### config.mk
export PLATFORM = sky130hd
export DESIGN_NAME = tms_rsp_fifo
export DESIGN_NICKNAME = d
export VERILOG_FILES = /design/src/hdl/tms_pkg.sv /design/src/hdl/tms_rsp_fifo.sv
export SDC_FILE = /design/constraint.sdc
export NUM_CORES = 1
export LEC_CHECK = 0
export BUFFER_PORTS_ARGS = -buffer_cell sky130_fd_sc_hd__buf_2
export CORE_MARGIN = 3
export CORE_UTILIZATION = 51
export CTS_CLUSTER_DIAMETER = 60
export CTS_CLUSTER_SIZE = 40
export DETAILED_ROUTE_END_ITERATION = 16
export GPL_ROUTABILITY_DRIVEN = 0
export GPL_TIMING_DRIVEN = 0
export PLACE_DENSITY = 0.89
export SLEW_MARGIN = 15
export SYNTH_ARGS = -nofsm -noshare
export SYNTH_HDL_FRONTEND = slang
export SYNTH_SLANG_ARGS = --single-unit
### constraint.sdc
create_clock -name clock -period 2.5 [get_ports clock]
set_input_delay 0.25 -clock clock [delete_from_list [all_inputs] [get_ports clock]]
set_output_delay 0.25 -clock clock [all_outputs]
set_load 0.03 [all_outputs]
### src/hdl/tms_pkg.sv
`timescale 1ns / 1ps
// tms_pkg: shared types, codes and constants of the tone melody sequencer
// no dependencies; imported by every module of the block except tms_ram

package tms_pkg;

   localparam int STORE_DEPTH_DEF = 1024;
   localparam int POS_W           = 10;
   localparam int ENTRY_SUM_W     = POS_W + 1;
   localparam int CODE_W          = 7;
   localparam int NOTE_W          = 8;
   localparam int DUR_W           = 16;
   localparam int ELAPSED_W       = 17;
   localparam int FREQ_W          = 12;
   localparam int STEP_W          = 10;
   localparam int WRAP_STEPS      = 8;
   localparam int RSP_DEPTH       = 2;

   localparam logic [NOTE_W-1:0]    MAX_CODE      = 8'd99;
   localparam logic [ELAPSED_W-1:0] ELAPSED_MAX   = '1;
   localparam logic [STEP_W-1:0]    STEP_MS_RESET = 10'd11;

   // configuration port
   localparam int CSR_ADDR_W = 3;
   localparam int CSR_DATA_W = 32;
   localparam logic [0:0] REG_STEP_MS = 1'b0;

   typedef enum logic [2:0] {
      FUNC_TICK   = 3'd0,
      FUNC_LOAD   = 3'd1,
      FUNC_PLAY   = 3'd2,
      FUNC_STOP   = 3'd3,
      FUNC_PAUSE  = 3'd4,
      FUNC_RESUME = 3'd5,
      FUNC_SEEK   = 3'd6,
      FUNC_EFFECT = 3'd7
   } func_type;

   typedef struct packed {
      func_type                 func;
      logic [POS_W-1:0]         address;
      logic signed [NOTE_W-1:0] note_code;
      logic [DUR_W-1:0]         duration_ms;
      logic                     loop_enable;
   } req_type;

   typedef struct packed {
      logic              tone_on;
      logic [FREQ_W-1:0] tone_freq;
      logic              playing;
      logic              effect_active;
      logic              song_ended;
      logic [POS_W-1:0]  position;
   } rsp_type;

   // note frequencies in hertz, codes 1 to 10 are silent entries
   localparam logic [FREQ_W-1:0] FREQ_ROM [100] = '{
      12'd0,    12'd0,    12'd0,    12'd0,    12'd0,    12'd0,    12'd0,    12'd0,
      12'd0,    12'd0,    12'd0,    12'd15,   12'd16,   12'd17,   12'd18,   12'd19,
      12'd21,   12'd22,   12'd23,   12'd25,   12'd26,   12'd28,   12'd29,   12'd31,
      12'd33,   12'd35,   12'd37,   12'd39,   12'd41,   12'd44,   12'd46,   12'd49,
      12'd52,   12'd55,   12'd58,   12'd62,   12'd65,   12'd69,   12'd73,   12'd78,
      12'd82,   12'd87,   12'd92,   12'd98,   12'd104,  12'd110,  12'd117,  12'd123,
      12'd131,  12'd139,  12'd147,  12'd156,  12'd165,  12'd175,  12'd185,  12'd196,
      12'd208,  12'd220,  12'd233,  12'd247,  12'd262,  12'd277,  12'd294,  12'd311,
      12'd330,  12'd349,  12'd370,  12'd392,  12'd415,  12'd440,  12'd466,  12'd494,
      12'd523,  12'd554,  12'd587,  12'd622,  12'd659,  12'd698,  12'd740,  12'd784,
      12'd831,  12'd880,  12'd932,  12'd988,  12'd1047, 12'd1109, 12'd1175, 12'd1245,
      12'd1319, 12'd1397, 12'd1480, 12'd1568, 12'd1661, 12'd1760, 12'd1865, 12'd1976,
      12'd2093, 12'd2218, 12'd2349, 12'd2489
   };

   // effective note code: codes above the table play as silence
   function automatic logic [CODE_W-1:0] note_code_of(input logic [NOTE_W-1:0] raw);
      logic [CODE_W-1:0] code;
      code = raw[CODE_W-1:0];
      if (raw[NOTE_W-1] || (raw > MAX_CODE)) begin
         code = '0;
      end
      return code;
   endfunction

   // sum modulo depth by binary compare and subtract, sum stays below 16 * 128
   function automatic logic [ENTRY_SUM_W-1:0] wrap_entry(input logic [ENTRY_SUM_W-1:0] sum,
                                                         input logic [31:0] depth);
      logic [31:0] v;
      v = {{(32-ENTRY_SUM_W){1'b0}}, sum};
      for (int k = WRAP_STEPS - 1; k >= 0; k--) begin
         if (v >= (depth << k)) begin
            v = v - (depth << k);
         end
      end
      return v[ENTRY_SUM_W-1:0];
   endfunction

endpackage

### src/hdl/tms_rsp_fifo.sv
`timescale 1ns / 1ps
// tms_rsp_fifo: two-entry result queue between the engine and the rsp channel
// depends on tms_pkg

module tms_rsp_fifo import tms_pkg::*; (
   input  logic    clock,
   input  logic    reset,
   input  logic    push_valid,
   input  rsp_type push_data,
   output logic    room,
   output logic    rsp_valid,
   input  logic    rsp_ready,
   output rsp_type rsp_data
);

   localparam int PTR_W = $clog2(RSP_DEPTH);
   localparam int CNT_W = $clog2(RSP_DEPTH + 1);

   rsp_type          slot_ff [RSP_DEPTH];
   logic [PTR_W-1:0] wr_ptr_ff, wr_ptr_in;
   logic [PTR_W-1:0] rd_ptr_ff, rd_ptr_in;
   logic [CNT_W-1:0] count_ff, count_in;
   logic             pop;

   assign pop       = rsp_valid && rsp_ready;
   assign rsp_valid = (count_ff != '0);
   assign rsp_data  = slot_ff[rd_ptr_ff];
   assign room      = (count_ff < CNT_W'(RSP_DEPTH));

   always_comb begin
      wr_ptr_in = push_valid ? wr_ptr_ff + 1'b1 : wr_ptr_ff;
      rd_ptr_in = pop ? rd_ptr_ff + 1'b1 : rd_ptr_ff;
      count_in  = count_ff;
      if (push_valid && !pop) begin
         count_in = count_ff + 1'b1;
      end else if (pop && !push_valid) begin
         count_in = count_ff - 1'b1;
      end
   end

   always_ff @(posedge clock) begin
      if (reset) begin
         wr_ptr_ff <= '0;
         rd_ptr_ff <= '0;
         count_ff  <= '0;
      end else begin
         wr_ptr_ff <= wr_ptr_in;
         rd_ptr_ff <= rd_ptr_in;
         count_ff  <= count_in;
      end
   end

   always_ff @(posedge clock) begin
      if (push_valid) begin
         slot_ff[wr_ptr_ff] <= push_data;
      end
   end

   // the engine only starts a transaction when a slot is guaranteed
   a_no_push_when_full: assert property (@(posedge clock) disable iff (reset)
      push_valid |-> (count_ff != CNT_W'(RSP_DEPTH)))
      else $error("result pushed into a full queue");

   a_count_grows: assert property (@(posedge clock) disable iff (reset)
      (push_valid && !pop) |=> (count_ff == $past(count_ff) + 1'b1))
      else $error("queue count did not follow a push");

   a_count_bound: assert property (@(posedge clock) disable iff (reset)
      count_ff <= CNT_W'(RSP_DEPTH))
      else $error("queue count out of range");

endmodule

======== Word-level counts from Yosys, hierarchy flattened ========
Memories as Yosys holds them, arrays and structs flattened. A register that Yosys moved wholly into a read port is not among the register bits.
Cells that the tools add are included.
cells by class
  $add $sub $neg .......................... 4
  multipliers ............................. 0
  divide/modulo/power cells ............... 0
  order comparisons ....................... 1
  eq/ne operators ......................... 0
  shift-type cells ........................ 0
  mux-type cells .......................... 6
  bitwise logic cells ..................... 0
  reduce and logical (&&, ||, !) cells .... 7
operator list
  kind                                               count
  2-to-1 mux 1 bit                                   4
  2-to-1 mux 2 bit                                   2
  nonzero test 2 bit                                 2
  logical AND 1 bit                                  3
  adder 1 bit (second input constant)                2
  adder 2 x 1 -> 2 bit (second input constant)       1
  logical NOT 1 bit                                  2
  < comparator 2 bit (second input constant)         1
  subtractor 2 x 1 -> 2 bit (second input constant)  1
word-level totals
  register bits ........................... 4
  bits in latches ......................... 0
  memory bits (writable) .................. 52
  ROM bits ................................ 0
  output and inout port bits .............. 28
  memories ................................ 1
memories
  name     depth  width  read ports  clocked after memory_dff  write ports  line                text
  slot_ff  2      26     1           1                         1            tms_rsp_fifo.sv:19  rsp_type slot_ff [RSP_DEPTH];

======== Longest topological paths before layout ========
  depth in word-level cells ............... 5
  depth in mapped cells ................... 5
  mapped depth without buffers ............ 5

======== Worst setup path after synthesis ========
OpenSTA, ideal clock, no wires.
  path kind ............................... register to register
  from .................................... reg wr_ptr_ff
  to ...................................... mem slot_ff[0][0] (netlist bit) (enable)
  setup time .............................. 412 ps
  arrival time ............................ 1504 ps
  setup slack ............................. 584 ps
  stages on the path, launching flop included .. 2
  period minus slack after synthesis ...... 1916 ps
  cell sequence ........................... dfxtp_1 nor2b_1
RTL lines
  element                   line                text
  start: declaration        tms_rsp_fifo.sv:20  logic [PTR_W-1:0] wr_ptr_ff, wr_ptr_in;
  start signal: assignment  tms_rsp_fifo.sv:47  wr_ptr_ff <= wr_ptr_in;
  end: declaration          tms_rsp_fifo.sv:19
Straight into the memory's write port.

==> results.md <==
* Latest clock arrival within the worst-skew pair at between 0.3 and 0.4 ns
* CTS HTree Levels at 3
* Number of DRC markers in iteration 0 at 96
* Die area at 0.00488 mm^2
* Ratio of cells with drive above 1 in the final layout at between 50% and 60%
* Site row count at 22
* Core region area at 0.00380 mm^2
* Max-cap violation count at 0
* Clk buf depth at 2
* Layout Skew at 0.00771 ns
* Synth warn at 0
* Worst slack at placement at ~0.74 ns
* Max VDD drop at between 0.7 and 0.8 mV
* Arrival @ worst endpoint at 1.55 ns
* Setup Viol. Count Final at 0
* Comb pwr share at 29.3%
* Crit start category: register
* Period minus WS final at 1.80 ns
* Vias in the first global route at 1194
* Critical Path End Type: output pin
* Post-CTS Hold Buffers at 0
* Initial core utilization at 54.8%
* P_sw at 857 uW
* Area Overhead vs Synth at 25.6%
* Routed vias at between 1000 and 1500
* CTS buffer count at 9
* Fin worst setup slack at 0.696 ns
* First-pass GRT wire length at roughly 5500 um
* Dpl hpwl at 2290 um
* Worst slew pin tran at 0.755 ns
* Period utilization at 72.2%
* Number of library cell types mapped by synthesis at 16
* Post-route ant nets at 0
* WL per Instance at 14.8 um
* DRC viols at 0
* Clock Tree Root: clkbuf_8
* Worst Path Max Fanout at 10
* Sequential share of power at 42.4%
* # resized after CTS at 0
* Unrepaired setup endpoints after global routing: no
* Setup Fix Bufs, Post-CTS at 0
* Clock Power Share at around 28%
* Post-synthesis sequential area ratio at roughly four fifths
* Die Y-Extent at approximately 70 um
* Grt total ovfl at 0
* Vias per inst at between 4 and 5
* Synthesized area at 0.00208 mm^2
* Synth Instances at just over 100
* CTS tree: yes
* Final Slew Violations at 0
* Router iterations before antenna repair at 4
* Slew HR at approximately half
* Routed WL at around 3300 um
* Setup TNS at 0 ns
* Crit Path Class: reg2out
* Clock slew at reported path FFs at 0.07 ns
* Die width at 69.9 um
* Outcome: finished clean
* Clock Sinks at between 50 and 60
* Largest net degree at the start of global routing at 27
* Inserted Diodes at 0
* Hold crit path type: in2reg
* Critical Path RT at 2.25 ns
* Port Buf Inserts at 57
* Initial antenna violation count at 0
* PD cells at approximately 1100 mW/mm^2
* Final net count at just over 200
* Internal Power at 1890 uW
* #FFs+latches synth at 57
* Leakage power at 0.00101 uW
* Sw frac at approximately 31%
* Syn Area/Cell at 20.2 um^2
* Mapped Nets at 134
* Fmax at roughly 550 MHz
* Gr usage total at approximately 15%
* IO Count at just under 60
* Final Hold Viols at 0
==> area by class of cell <==
cell class / count / area, um^2
Buffer: 3 / 20.0
Timing Repair Buffer: 57 / 285
Tap cell: 48 / 60.1
Multi-Input combinational cell: 42 / 404
Clock buffer: 12 / 135
Clock inverter: 4 / 43.8
Inverter: 1 / 3.75
Sequential cell: 57 / 1660
Fill cell: 275 / 1180
==> final timing paths <==
check                                start                       end  slack (ns)  cells after the start
setup / recovery                  register              rsp_data[12]        0.70                      4
hold / removal               push_data[16]  slot_ff[1][16]$_DFFE_PP_        0.12                      1
setup reg to reg  count_ff[1]$_SDFFE_PP0P_  count_ff[1]$_SDFFE_PP0P_        0.97                      4
hold reg to reg     rd_ptr_ff$_SDFFE_PP0P_                  register        0.51                      2
==> synthesized netlist by cell type (all sizes together) <==
| cell type | n | share of area [%] |
|---|---|---|
| buf | 3 | 0.96 |
| or3 | 1 | 0.30 |
| edfxtp | 52 | 75 |
| ha | 1 | 0.60 |
| a21oi | 1 | 0.24 |
| nor2 | 4 | 0.72 |
| mux2 | 26 | 14 |
| xnor2 | 1 | 0.42 |
| and2 | 1 | 0.30 |
| inv | 1 | 0.18 |
| xor2 | 3 | 1.3 |
| dfxtp | 5 | 4.8 |
| o21ai | 2 | 0.48 |
| nor2b | 1 | 0.30 |
| or2 | 1 | 0.30 |
==> sequential cells by signal, summed over array words and instances, names as in the netlist, named ones only <==
| register | count |
|---|---|
| wr_ptr_ff | 1 |
| slot_ff | 52 |
| rd_ptr_ff | 1 |
| count_ff | 2 |
==> critical path: stages, from the launching register on <==
cell,delay (ns)
dfxtp_1,0.30
buf_2,0.20
buf_4,0.22
mux2_2,0.35
buf_2,0.18
==> routing by layer <==
metal	GRT usage [%]	routed length [um]	share of wire [%]	up-vias
met5	0	0	0	-
met4	8.72	47	1.4	0
met3	5.47	211	6.3	6
met2	25.2	1740	52	42
met1	16.6	1320	40	513
li1	-	-	-	533
==> kinds of logic after synthesis <==
group	Yosys count	synth area share, %
xor+xnor	4	1.68
compound gates	3	0.721
simple gates	8	1.92
mux	26	14.1
fa+ha+maj	1	0.601
buf+inv	4	1.14
flops	57	79.9
==> metrics by stage <==
step                utilization (%)  instances  cell area [um^2]  power [uW]  hold WS, ns
global route                   68.8        224              2610        2890        0.103
global placement               63.9        208              2430        1980        0.437
CTS                            68.8        224              2610        2780        0.105
detailed placement             64.1        208              2430        2000        0.442
finish                         68.8        224              2610        2750        0.119
floorplan                         -        103              2080        1790        0.319
==> cells in the final DEF (no fill, tap or decap), drive strengths merged, types with 2 or more instances in the layout <==
cell | synthesis | final
buf | 3 | 60
edfxtp | 52 | 52
o21ai | 2 | 2
nor2 | 4 | 4
clkbuf | 0 | 12
clkinv | 0 | 3
mux2 | 26 | 26
xor2 | 3 | 3
dfxtp | 5 | 5
==> power by group through the flow <==
stage          sequential, uW  clock [uW]  combinational, uW
6_report                 1170         778                807
5_1_grt                  1180         845                872
3_5_place_dp             1190           0                814
4_1_cts                  1170         789                819
2_1_floorplan            1180           0                618
3_3_place_gp             1180           0                798
Power figures use the tool's default switching activity.
